### src/rtl/core/tga_pkg.sv
`timescale 1ns / 1ps
// ----------------------------------------------------------------------------
// tga_pkg
// Shared types and constants for the TGA run-length pixel decoder.
// ----------------------------------------------------------------------------
package tga_pkg;

  // pixel format codes as held in the format register
  typedef enum logic [1:0] {
    FMT_RAW    = 2'd0,
    FMT_RGB555 = 2'd1,
    FMT_BGR    = 2'd2,
    FMT_BGRA   = 2'd3
  } pix_fmt_t;

  // register indexes on the configuration port
  typedef enum logic [1:0] {
    REG_BYTES_PER_PIXEL = 2'd0,
    REG_PIXEL_FORMAT    = 2'd1,
    REG_COMPRESSED      = 2'd2,
    REG_NONE            = 2'd3
  } reg_idx_t;

  localparam int CFG_ADDR_W = 4;
  localparam int CFG_DATA_W = 32;

  // reset values of the configuration registers
  localparam logic [2:0] BPP_RESET = 3'd3;
  localparam pix_fmt_t   FMT_RESET = FMT_BGR;
  localparam logic       CMP_RESET = 1'b1;

  // pixel size limits
  localparam logic [2:0] BPP_MIN = 3'd1;
  localparam logic [2:0] BPP_MAX = 3'd4;

  // run-length header values
  localparam logic [7:0] RUN_BIAS = 8'd127;

  // converted pixel
  typedef struct packed {
    logic [7:0] red;
    logic [7:0] green;
    logic [7:0] blue;
    logic [7:0] alpha;
  } rgba_t;

endpackage

### src/rtl/core/tga_in_if.sv
`timescale 1ns / 1ps
// ----------------------------------------------------------------------------
// tga_in_if
// Byte stream channel into the decoder: valid, ready and one data byte.
// ----------------------------------------------------------------------------
interface tga_in_if;
  logic       valid;
  logic       ready;
  logic [7:0] data_byte;
  logic       image_start;

  modport source (output valid, output data_byte, output image_start, input ready);
  modport sink   (input valid, input data_byte, input image_start, output ready);
endinterface

### src/rtl/core/tga_out_if.sv
`timescale 1ns / 1ps
// ----------------------------------------------------------------------------
// tga_out_if
// Pixel channel out of the decoder: valid, ready, RGBA and run length.
// ----------------------------------------------------------------------------
interface tga_out_if;
  logic       valid;
  logic       ready;
  logic [7:0] red;
  logic [7:0] green;
  logic [7:0] blue;
  logic [7:0] alpha;
  logic [7:0] run_length;

  modport source (output valid, output red, output green, output blue, output alpha,
                  output run_length, input ready);
  modport sink   (input valid, input red, input green, input blue, input alpha,
                  input run_length, output ready);
endinterface

### src/rtl/core/tga_convert.sv
`timescale 1ns / 1ps
// ----------------------------------------------------------------------------
// tga_convert
// Turns the assembled pixel bytes into RGBA according to the pixel format.
// ----------------------------------------------------------------------------
module tga_convert (
  input  logic [31:0]       pixel,
  input  tga_pkg::pix_fmt_t fmt,
  output tga_pkg::rgba_t    rgba
);
  import tga_pkg::*;

  logic [7:0] b0, b1, b2, b3;

  assign b0 = pixel[7:0];
  assign b1 = pixel[15:8];
  assign b2 = pixel[23:16];
  assign b3 = pixel[31:24];

  // format select; 5-bit channels get their top bits copied below
  always_comb begin
    unique case (fmt)
      FMT_RAW: begin
        rgba = '{red: b0, green: b1, blue: b2, alpha: b3};
      end
      FMT_RGB555: begin
        rgba.red   = {b1[6:2], b1[6:4]};
        rgba.green = {b1[1:0], b0[7:5], b1[1:0], b0[7]};
        rgba.blue  = {b0[4:0], b0[4:2]};
        rgba.alpha = 8'd0;
      end
      FMT_BGR: begin
        rgba = '{red: b2, green: b1, blue: b0, alpha: 8'd0};
      end
      FMT_BGRA: begin
        rgba = '{red: b2, green: b1, blue: b0, alpha: b3};
      end
    endcase
  end

endmodule

### src/rtl/core/tga_rle_pixel_decoder.sv
`timescale 1ns / 1ps
// ----------------------------------------------------------------------------
// tga_rle_pixel_decoder
// Decodes TGA image data, one byte per transfer, into RGBA pixels with runs.
// ----------------------------------------------------------------------------
// The block takes one byte per clock cycle: the packet and pixel state update
// in a single pass, and the converted pixel is held in an output register, so a
// new byte is taken whenever that register is empty or is being drained in the
// same cycle. A pixel comes out in the cycle after its last byte is taken.
// Packet headers and the leading bytes of a pixel give no output. Set
// image_start on the first byte of each image to clear the packet state.
// Program pixel size, format and compression only while the stream is idle.
module tga_rle_pixel_decoder (
  input  logic                             clk,
  input  logic                             rst_n,
  tga_in_if.sink                           in_chan,
  tga_out_if.source                        out_chan,
  input  logic                             psel,
  input  logic                             penable,
  input  logic                             pwrite,
  input  logic [tga_pkg::CFG_ADDR_W-1:0]   paddr,
  input  logic [tga_pkg::CFG_DATA_W-1:0]   pwdata,
  output logic [tga_pkg::CFG_DATA_W-1:0]   prdata,
  output logic                             pready
);
  import tga_pkg::*;

  // configuration registers
  logic [2:0] bpp_r;
  pix_fmt_t   fmt_r;
  logic       cmp_r;

  // packet state
  logic        awaiting_header_r, awaiting_header_nxt;
  logic        in_repeat_r,       in_repeat_nxt;
  logic [7:0]  pixels_left_r,     pixels_left_nxt;
  logic [1:0]  byte_pos_r,        byte_pos_nxt;
  logic [31:0] pixel_bytes_r,     pixel_bytes_nxt;

  // output register
  logic        out_valid_r;
  rgba_t       rgba_r;
  logic [7:0]  run_r;

  logic        in_xfer;
  logic        emit;
  logic [7:0]  run_nxt;
  logic [31:0] pix_done;
  logic [2:0]  size;
  logic [1:0]  pos_inc;
  logic [31:0] pix_merged;
  rgba_t       rgba_nxt;
  reg_idx_t    reg_idx;

  assign reg_idx = reg_idx_t'(paddr[3:2]);
  assign pready  = 1'b1;

  // apb write
  always_ff @(posedge clk) begin
    if (!rst_n) begin
      bpp_r <= BPP_RESET;
      fmt_r <= FMT_RESET;
      cmp_r <= CMP_RESET;
    end else if (psel && penable && pwrite) begin
      unique case (reg_idx)
        REG_BYTES_PER_PIXEL: bpp_r <= pwdata[2:0];
        REG_PIXEL_FORMAT:    fmt_r <= pix_fmt_t'(pwdata[1:0]);
        REG_COMPRESSED:      cmp_r <= pwdata[0];
        default: ;
      endcase
    end
  end

  // apb read
  always_comb begin
    prdata = '0;
    unique case (reg_idx)
      REG_BYTES_PER_PIXEL: prdata[2:0] = bpp_r;
      REG_PIXEL_FORMAT:    prdata[1:0] = fmt_r;
      REG_COMPRESSED:      prdata[0]   = cmp_r;
      default: ;
    endcase
  end

  // pixel size clamped to the legal range
  always_comb begin
    if (bpp_r < BPP_MIN) size = BPP_MIN;
    else if (bpp_r > BPP_MAX) size = BPP_MAX;
    else size = bpp_r;
  end

  assign in_chan.ready = !out_valid_r || out_chan.ready;
  assign in_xfer       = in_chan.valid && in_chan.ready;

  // byte handling: header, pixel byte, pixel end
  always_comb begin
    awaiting_header_nxt = awaiting_header_r;
    in_repeat_nxt       = in_repeat_r;
    pixels_left_nxt     = pixels_left_r;
    byte_pos_nxt        = byte_pos_r;
    pixel_bytes_nxt     = pixel_bytes_r;
    emit                = 1'b0;
    run_nxt             = 8'd1;
    pix_done            = '0;
    pix_merged          = '0;
    pos_inc             = '0;

    if (in_chan.image_start) begin
      awaiting_header_nxt = 1'b1;
      in_repeat_nxt       = 1'b0;
      pixels_left_nxt     = '0;
      byte_pos_nxt        = '0;
      pixel_bytes_nxt     = '0;
    end

    if (cmp_r && awaiting_header_nxt) begin
      // header byte opens a repeat or a raw packet
      in_repeat_nxt       = in_chan.data_byte[7];
      pixels_left_nxt     = in_chan.data_byte[7] ? (in_chan.data_byte - RUN_BIAS)
                                                 : (in_chan.data_byte + 8'd1);
      awaiting_header_nxt = 1'b0;
      byte_pos_nxt        = '0;
      pixel_bytes_nxt     = '0;
    end else begin
      pix_merged = pixel_bytes_nxt | ({24'd0, in_chan.data_byte} << {byte_pos_nxt, 3'b000});
      pos_inc    = byte_pos_nxt + 2'd1;
      if (pos_inc != 2'd0 && {1'b0, pos_inc} < size) begin
        byte_pos_nxt    = pos_inc;
        pixel_bytes_nxt = pix_merged;
      end else begin
        emit     = 1'b1;
        pix_done = pix_merged;
        if (cmp_r) begin
          if (in_repeat_nxt) begin
            run_nxt         = pixels_left_nxt;
            pixels_left_nxt = '0;
          end else if (pixels_left_nxt != 8'd0) begin
            pixels_left_nxt = pixels_left_nxt - 8'd1;
          end
          if (pixels_left_nxt == 8'd0) begin
            awaiting_header_nxt = 1'b1;
            in_repeat_nxt       = 1'b0;
          end
          if (run_nxt == 8'd0) run_nxt = 8'd1;
        end
        byte_pos_nxt    = '0;
        pixel_bytes_nxt = '0;
      end
    end
  end

  tga_convert u_convert (
    .pixel (pix_done),
    .fmt   (fmt_r),
    .rgba  (rgba_nxt)
  );

  // packet state registers
  always_ff @(posedge clk) begin
    if (!rst_n) begin
      awaiting_header_r <= 1'b1;
      in_repeat_r       <= 1'b0;
      pixels_left_r     <= '0;
      byte_pos_r        <= '0;
      pixel_bytes_r     <= '0;
    end else if (in_xfer) begin
      awaiting_header_r <= awaiting_header_nxt;
      in_repeat_r       <= in_repeat_nxt;
      pixels_left_r     <= pixels_left_nxt;
      byte_pos_r        <= byte_pos_nxt;
      pixel_bytes_r     <= pixel_bytes_nxt;
    end
  end

  // output valid
  always_ff @(posedge clk) begin
    if (!rst_n) begin
      out_valid_r <= 1'b0;
    end else if (in_xfer && emit) begin
      out_valid_r <= 1'b1;
    end else if (out_chan.ready) begin
      out_valid_r <= 1'b0;
    end
  end

  // output payload
  always_ff @(posedge clk) begin
    if (in_xfer && emit) begin
      rgba_r <= rgba_nxt;
      run_r  <= run_nxt;
    end
  end

  assign out_chan.valid      = out_valid_r;
  assign out_chan.red        = rgba_r.red;
  assign out_chan.green      = rgba_r.green;
  assign out_chan.blue       = rgba_r.blue;
  assign out_chan.alpha      = rgba_r.alpha;
  assign out_chan.run_length = run_r;

endmodule

### src/flat_wrapper.sv
// flat-port wrapper written by rule: the top's interface ports become plain ports
module tga_rle_pixel_decoder_flat import tga_pkg::*;
  (clk, rst_n, psel, penable, pwrite, paddr, pwdata, prdata, pready, in_chan_valid, in_chan_data_byte, in_chan_image_start, in_chan_ready, out_chan_valid, out_chan_red, out_chan_green, out_chan_blue, out_chan_alpha, out_chan_run_length, out_chan_ready);
  tga_in_if in_chan_i ();
  tga_out_if out_chan_i ();
  input  logic clk;
  input  logic rst_n;
  input  logic psel;
  input  logic penable;
  input  logic pwrite;
  input  logic [tga_pkg::CFG_ADDR_W-1:0] paddr;
  input  logic [tga_pkg::CFG_DATA_W-1:0] pwdata;
  output logic [tga_pkg::CFG_DATA_W-1:0] prdata;
  output logic pready;
  input wire logic [$bits(in_chan_i.valid)-1:0] in_chan_valid;
  input wire logic [$bits(in_chan_i.data_byte)-1:0] in_chan_data_byte;
  input wire logic [$bits(in_chan_i.image_start)-1:0] in_chan_image_start;
  output wire logic [$bits(in_chan_i.ready)-1:0] in_chan_ready;
  output wire logic [$bits(out_chan_i.valid)-1:0] out_chan_valid;
  output wire logic [$bits(out_chan_i.red)-1:0] out_chan_red;
  output wire logic [$bits(out_chan_i.green)-1:0] out_chan_green;
  output wire logic [$bits(out_chan_i.blue)-1:0] out_chan_blue;
  output wire logic [$bits(out_chan_i.alpha)-1:0] out_chan_alpha;
  output wire logic [$bits(out_chan_i.run_length)-1:0] out_chan_run_length;
  input wire logic [$bits(out_chan_i.ready)-1:0] out_chan_ready;
  assign in_chan_i.valid = in_chan_valid;
  assign in_chan_i.data_byte = in_chan_data_byte;
  assign in_chan_i.image_start = in_chan_image_start;
  assign in_chan_ready = in_chan_i.ready;
  assign out_chan_valid = out_chan_i.valid;
  assign out_chan_red = out_chan_i.red;
  assign out_chan_green = out_chan_i.green;
  assign out_chan_blue = out_chan_i.blue;
  assign out_chan_alpha = out_chan_i.alpha;
  assign out_chan_run_length = out_chan_i.run_length;
  assign out_chan_i.ready = out_chan_ready;
  tga_rle_pixel_decoder u_core (.clk(clk), .rst_n(rst_n), .in_chan(in_chan_i), .out_chan(out_chan_i), .psel(psel), .penable(penable), .pwrite(pwrite), .paddr(paddr), .pwdata(pwdata), .prdata(prdata), .pready(pready));
endmodule
### config.mk
export PLATFORM = sky130hd
export DESIGN_NAME = tga_rle_pixel_decoder_flat
export DESIGN_NICKNAME = d
export VERILOG_FILES = /design/src/rtl/core/tga_pkg.sv /design/src/rtl/core/tga_in_if.sv /design/src/rtl/core/tga_out_if.sv /design/src/rtl/core/tga_convert.sv /design/src/rtl/core/tga_rle_pixel_decoder.sv /design/src/flat_wrapper.sv
export SDC_FILE = /design/constraint.sdc
export NUM_CORES = 1
export LEC_CHECK = 0
export BUFFER_PORTS_ARGS = -buffer_cell sky130_fd_sc_hd__buf_2
export CAP_MARGIN = 10
export CELL_PAD_IN_SITES_DETAIL_PLACEMENT = 1
export CELL_PAD_IN_SITES_GLOBAL_PLACEMENT = 1
export CORE_MARGIN = 3
export CORE_UTILIZATION = 40
export DETAILED_ROUTE_END_ITERATION = 16
export PLACE_DENSITY = 0.84
export SLEW_MARGIN = 20
export SYNTH_ARGS = -nofsm -noshare
export SYNTH_HDL_FRONTEND = slang
export SYNTH_SLANG_ARGS = --single-unit
### constraint.sdc
create_clock -name clk -period 3.5 [get_ports clk]
set_input_delay 0 -clock clk [delete_from_list [all_inputs] [get_ports clk]]
set_output_delay 0 -clock clk [all_outputs]
set_load 0.005 [all_outputs]
Word level (Yosys, flattened, before mapping)
Cells that the tools add are included.
{"block": "classes", "shifts": 1, "reduce_logical": 19, "bitwise_logic": 2, "n_addsub": 4, "n_eq_ne": 5, "mux": 42, "n_lt_le_gt_ge": 3}
{"cell": "$mux W32", "count": 5}
{"cell": "$pmux W32 S4", "count": 1}
{"cell": "$mux W8", "count": 14}
{"cell": "$or A32 B32 Y32", "count": 1}
{"cell": "$shl A8 B5 Y32", "count": 1}
{"cell": "$logic_not A8 Y1", "count": 2}
{"cell": "$mux W1", "count": 15}
{"cell": "$add A8 B1 Y8 const B", "count": 1}
{"cell": "$reduce_bool A8 Y1", "count": 1}
{"cell": "$sub A8 B1 Y8 const B", "count": 1}
{"cell": "$sub A8 B7 Y8 const B", "count": 1}
{"cell": "$eq A2 B2 Y1 const B", "count": 3}
{"cell": "$logic_and A1 B1 Y1", "count": 6}
{"cell": "$mux W2", "count": 3}
{"cell": "$mux W3", "count": 2}
{"cell": "$reduce_and A2 Y1", "count": 3}
{"cell": "$eq A2 B1 Y1 const B", "count": 2}
{"cell": "$logic_not A2 Y1", "count": 2}
{"cell": "$reduce_bool A2 Y1", "count": 2}
{"cell": "$reduce_or A4 Y1", "count": 1}
{"cell": "$gt A3 B3 Y1 const B", "count": 1}
{"cell": "$lt A2 B3 Y1", "count": 1}
{"cell": "$lt A3 B1 Y1 const B", "count": 1}
{"cell": "$pmux W1 S3", "count": 1}
{"cell": "5 further kinds", "count": 5}
{"block": "word_totals", "ff_bits": 91, "inputBits": 52, "elab_cells": 90}

Longest topological paths before layout
{"block": "logic_depth", "word_depth": 12, "mapped_depth": 12, "depth_no_buf": 9}

Hierarchy
Synthesis repeated with hierarchy kept, for this count alone.
{"block": "unflattened", "cells_unflattened": 565, "hier_area_um2": 5270.1}
{"module": "tga_rle_pixel_decoder", "cells_each": 492, "instances": 1, "area_each_um2": 4720.8, "seq_area_each_um2": 2222.1}
{"module": "tga_convert", "cells_each": 73, "instances": 1, "area_each_um2": 549.3, "seq_area_each_um2": 0.0}

Least setup slack after synthesis
No wires, ideal clock.
{"block": "synth_timing", "path_kind": "input to register", "startpoint": "input in_chan_image_start", "endpoint": "register u_core.rgba_r, in the netlist u_core.out_chan.alpha[0], enable pin", "arrival_ps": 2665, "path_stages": 10, "t_required_ps": 3106, "slack_ps": 441, "cell_sequence": "clkbuf_1 -> clkbuf_1 -> buf_1 -> nor2b_1 -> ha_1 -> ha_1 -> o211ai_1 -> nand2_1 -> nand3_1 -> inv_1"}
{"block": "synth_via", "elab_chain_len": 7, "word_cells_on_any_way": 10, "classes_between": "add/sub: 1; order compare: 1; mux: 4; reduce/logical: 4"}
{"element": "start, declared", "line": "flat_wrapper.sv:17", "rtl": "input wire logic [$bits(in_chan_i.image_start)-1:0] in_chan_image_start;"}
{"element": "$mux W2", "line": "tga_rle_pixel_decoder.sv:108", "rtl": "if (in_chan.image_start) begin"}
{"element": "$add A2 B1 Y2", "line": "tga_rle_pixel_decoder.sv:126", "rtl": "pos_inc = byte_pos_nxt + 2'd1;"}
{"element": "$lt A2 B3 Y1 or $reduce_bool A2 Y1 (tied branches)", "line": "tga_rle_pixel_decoder.sv:127", "rtl": "if (pos_inc != 2'd0 && {1'b0, pos_inc} < size) begin"}
{"element": "$logic_and A1 B1 Y1", "line": "tga_rle_pixel_decoder.sv:127"}
{"element": "$mux W1", "line": "tga_rle_pixel_decoder.sv:127"}
{"element": "$mux W1 (*)", "line": "tga_rle_pixel_decoder.sv:116", "rtl": "if (cmp_r && awaiting_header_nxt) begin"}
{"element": "$logic_and A1 B1 Y1 (*)", "line": "tga_rle_pixel_decoder.sv:188", "rtl": "if (in_xfer && emit) begin"}
{"element": "end signal, assigned", "line": "tga_rle_pixel_decoder.sv:189", "rtl": "rgba_r <= rgba_nxt;"}
{"element": "end, declared", "line": "tga_rle_pixel_decoder.sv:42", "rtl": "rgba_t rgba_r;"}
Every way passes the cells marked *; elsewhere a longest branch is shown, timed or not.
A chain may end at the register's enable or synchronous reset.

Worst setup path after layout
{"block": "layout_timing", "startpoint": "register u_core.byte_pos_r[0]", "endpoint": "register u_core.pixels_left_r[2]"}
{"block": "layout_via", "elab_chain_len": 6, "word_cells_on_any_way": 7, "classes_between": "add/sub: 1; order compare: 1; mux: 3; reduce/logical: 2"}
{"element": "start, declared", "line": "tga_rle_pixel_decoder.sv:37", "rtl": "logic [1:0] byte_pos_r, byte_pos_nxt;"}
{"element": "start signal, assigned", "line": "tga_rle_pixel_decoder.sv:170", "rtl": "byte_pos_r <= byte_pos_nxt;"}
{"element": "$mux W2 (*)", "line": "tga_rle_pixel_decoder.sv:108"}
{"element": "$add A2 B1 Y2 (*)", "line": "tga_rle_pixel_decoder.sv:126"}
{"element": "$lt A2 B3 Y1 or $reduce_bool A2 Y1 (tied branches)", "line": "tga_rle_pixel_decoder.sv:127"}
{"element": "$logic_and A1 B1 Y1 (*)", "line": "tga_rle_pixel_decoder.sv:127"}
{"element": "$mux W8 (*)", "line": "tga_rle_pixel_decoder.sv:127"}
{"element": "$mux W8 (*)", "line": "tga_rle_pixel_decoder.sv:116"}
{"element": "end signal, assigned", "line": "tga_rle_pixel_decoder.sv:169", "rtl": "pixels_left_r <= pixels_left_nxt;"}
{"element": "end, declared", "line": "tga_rle_pixel_decoder.sv:36", "rtl": "logic [7:0] pixels_left_r, pixels_left_nxt;"}
Marked as above.

==> reports/metrics.cfg <==
[run_status]
status = finished clean

[grt]
track_usage = 0.205
grt_pass1_wl_microns = 23200
grt_max_degree = 47
antenna_found_initial = 0
grt_pass1_vias = 4319
overflow = 0

[detailed_routing]
drtIter0Drc = 319
num_vias = 4429
wirelength_microns = 14200
first_pass_iters = 5
drc = 0
routedWlPerCell_microns = 18.5
viasPerCell = 5.77
ant_nets = 0

[cts]
cts_inserted_buffers = 9
root_buffer = clkbuf_16
cts_htree_levels = 3
cts.path.max_buffers = 2
clk-insertion-delay-late_ps = 350
cts.clk_slew.worst_paths_ps = 70
cts.repair.resized = 0
clock-sinks = 91
tritoncts = yes

[die]
num_rows = 40
die_h_microns = 118
dieArea_sq_mm = 0.0139
initial_core_util = 0.412
coreArea_sq_mm = 0.0121
io_pins = 127
dieWidth_microns = 118

[sta]
fmax_ghz = 0.360
rsz0062_at_grt = false
relSlewSlack = 0.426
final-max-slew-violation-count = 0
period_needed_ps = 2780
tightestPinTransition_ps = 859
setup_tns_ps = 0
finalSetupViolations = 0
finalHoldViolCount = 0
fin_skew_ps = 9.50
fin_crit_sh = 0.793

[layout]
stdcell_count = 768
fillers = 1458
area.growth.synth_to_final_pct = 13.3
fin_nets = 652
fin_util = 0.467
num_antenna_cells = 0
layout-drive-gt1-share = 0.167

[pwr]
total_power_mw = 2.40
leakage_nw = 2.04
pwr_density_cell_mw_per_mm2 = 424
peakVddDrop_mv = 0.227

[synthesis]
synth_seq_cells = 91
synth_warnings = 0
avgSynthCellArea_sq_um = 9.05
netlist_area_sq_mm = 0.00499
synth_cell_type_count = 62
seq_area_frac_synth = 0.445
syn_inst = 552
synth_edf_count = 40
ys_async_sr_fraction = 0
synthFlopType = dfxtp_1

[hold_path]
hold_start = in_chan_data_byte[0]
holdPathStages = 2
hold-path-endpoint = u_core.pixel_bytes_r[24]$_SDFFE_PN0P_
worstHoldPathType = in2reg

[critical_path]
crit_top_cell = ha_1
max_stage_delay_ps = 460
r2r_end = u_core.pixels_left_r[2]$_SDFFE_PN0P_
reg2reg_from = u_core.byte_pos_r[0]$_SDFFE_PN0P_
worstPathArrival_ps = 3020
start_kind = register
crit_chain = nand2b_1 > inv_2 > ha_1 > ha_1 > o211ai_1 > a21oi_2 > nand4_1 > o32a_1 > o221a_1
rr_worst_depth = 9
cpMaxStageDelayCell = a21oi_2
worstSetupPathType = reg2reg
worstPathRequired_ps = 3750
rrSetupSlack_ps = 720
cp_max_fo = 10
cp-end-kind = register

[placement]
post-place-cells = 748
hpwl_microns = 9790
place_congestion = 0.877
portBuffers = 65

[flow_run]
maxCapViolations = 0

## critical path, delay by kind of cell (launching register included)
kind / cells / cell delay, ps
AND/OR/NAND/NOR: 2 / 420
AO/OA/AOI/OAI: 4 / 1190
adder cells (fa/ha/maj): 2 / 520
buffers and inverters: 1 / 90
flip-flops: 1 / 450
## layout by cell type, fill, tap and decap left out, types with 3 or more instances in the layout
cell	netlist	layout
and2_1	8	8
nand2_1	43	43
nand3b_1	3	3
inv_2	4	4
o21a_1	6	6
a21oi_1	42	42
nor2b_1	37	37
conb_1	2	30
dfxtp_1	51	51
buf_4	30	7
or3_1	4	4
mux2i_1	12	12
nor2_1	51	51
a22o_1	13	13
a22oi_1	36	36
a211oi_1	11	11
nor3_1	7	7
a31oi_1	4	4
xnor2_1	4	4
dlygate4sd3_1	0	4
buf_2	3	65
nand2b_1	5	5
o21ai_1	5	5
clkbuf_16	0	9
ha_1	5	5
inv_1	6	6
edfxtp_1	40	40
nand4_1	3	3
o21ai_0	15	15
o211ai_1	4	4
a211o_1	3	3
nand3_1	8	8
and3_1	3	3
nor4_1	4	4
## what timing repair did
action / 4_1_cts / 5_1_grt
hold buffers: 4 / 0
hold endpoints to repair: 7 / 0
buffers inserted: 0 / 0
## final cells by class
class                   count  area [sq um]  share of cell area
clock buffers              10           229              0.0405
clock inverters             6          72.6              0.0128
multi-input cells         406          2450               0.433
repair buffers             77           438              0.0774
inverters                  10          37.5             0.00663
well taps                 168           210              0.0372
flip-flops and latches     91          2220               0.393
## sequential cells by signal, indices dropped and copies added (netlist names)
name / flops
u_core.out_chan.red: 8
u_core.pixel_bytes_r: 32
u_core.bpp_r: 3
u_core.awaiting_header_r: 1
u_core.out_chan.blue: 8
u_core.out_chan.run_length: 8
u_core.cmp_r: 1
u_core.in_repeat_r: 1
u_core.byte_pos_r: 2
u_core.pixels_left_r: 8
u_core.out_chan.valid: 1
u_core.out_chan.alpha: 8
u_core.fmt_r: 2
u_core.out_chan.green: 8
## stage by stage
step	hold WS, ps	setup WS (ps)	cell area, sq um
6_report	36.0	723	5660
5_1_grt	47.7	547	5660
4_1_cts	36.2	737	5660
3_5_place_dp	254	752	5320
3_3_place_gp	238	870	5320
2_1_floorplan	30.0	441	5100
## cells in the mapped netlist, types with 3 or more instances
cell type	count	area share
o21ai_1	5	0.0050
mux2i_1	12	0.024
a21oi_1	42	0.042
a211o_1	3	0.0053
clkbuf_1	36	0.027
a211oi_1	11	0.017
nor3_1	7	0.0070
inv_2	4	0.0030
buf_1	4	0.0030
a22o_1	13	0.023
a22oi_1	36	0.054
nand3_1	8	0.0080
buf_2	3	0.0030
nand4_1	3	0.0038
nor4_1	4	0.0050
o211ai_1	4	0.0060
ha_1	5	0.013
and2_1	8	0.010
nor2_1	51	0.038
and3_1	3	0.0038
o21a_1	6	0.0090
inv_1	6	0.0045
edfxtp_1	40	0.24
nand3b_1	3	0.0045
nor2b_1	37	0.046
buf_4	30	0.045
o21ai_0	15	0.015
xnor2_1	4	0.0070
nand2b_1	5	0.0063
a31oi_1	4	0.0050
or3_1	4	0.0050
dfxtp_1	51	0.20
nand2_1	43	0.032
## routing by layer
metal	up-vias	global-route usage	share of wire	routed length [microns]
met5	-	0	0	0
met4	0	0.0755	0.023	325
met3	27	0.0341	0.054	769
met2	173	0.348	0.49	7000
met1	2204	0.264	0.43	6150
li1	2025	-	-	-
## report_power, final
| part | switching (mW) | internal (mW) | total, mW |
|---|---|---|---|
| registers | 0.0259 | 1.11 | 1.14 |
| clock network | 0.436 | 0.562 | 0.998 |
| logic | 0.169 | 0.0947 | 0.263 |
## cell families (layout without fill, tap and decap cells)
group	after synthesis	after routing	synth area share
simple gates	187	187	0.190
other cells	2	30	0.00150
compound gates	164	164	0.226
buf+inv	83	103	0.0857
mux	14	14	0.0286
fa+ha+maj	5	5	0.0125
flops	91	91	0.445
xor+xnor	6	6	0.0105
## how the worst max path moves through the flow
| stage | from | slack, ps | end | cells past startpoint |
|---|---|---|---|---|
| after floorplan | in_chan_image_start | 440 | u_core.out_chan.alpha[0]$_DFFE_PP_ | 10 |
| after global placement | in_chan_image_start | 870 | u_core.pixels_left_r[2]$_SDFFE_PN0P_ | 10 |
| after detailed placement | in_chan_image_start | 750 | u_core.pixels_left_r[2]$_SDFFE_PN0P_ | 10 |
| after CTS | u_core.byte_pos_r[0]$_SDFFE_PN0P_ | 740 | u_core.pixels_left_r[2]$_SDFFE_PN0P_ | 9 |
| after global routing | u_core.byte_pos_r[0]$_SDFFE_PN0P_ | 550 | u_core.in_repeat_r$_SDFFE_PN0P_ | 9 |
| final | u_core.byte_pos_r[0]$_SDFFE_PN0P_ | 720 | u_core.pixels_left_r[2]$_SDFFE_PN0P_ | 9 |
Note: power is estimated with default switching activity, not from simulation.
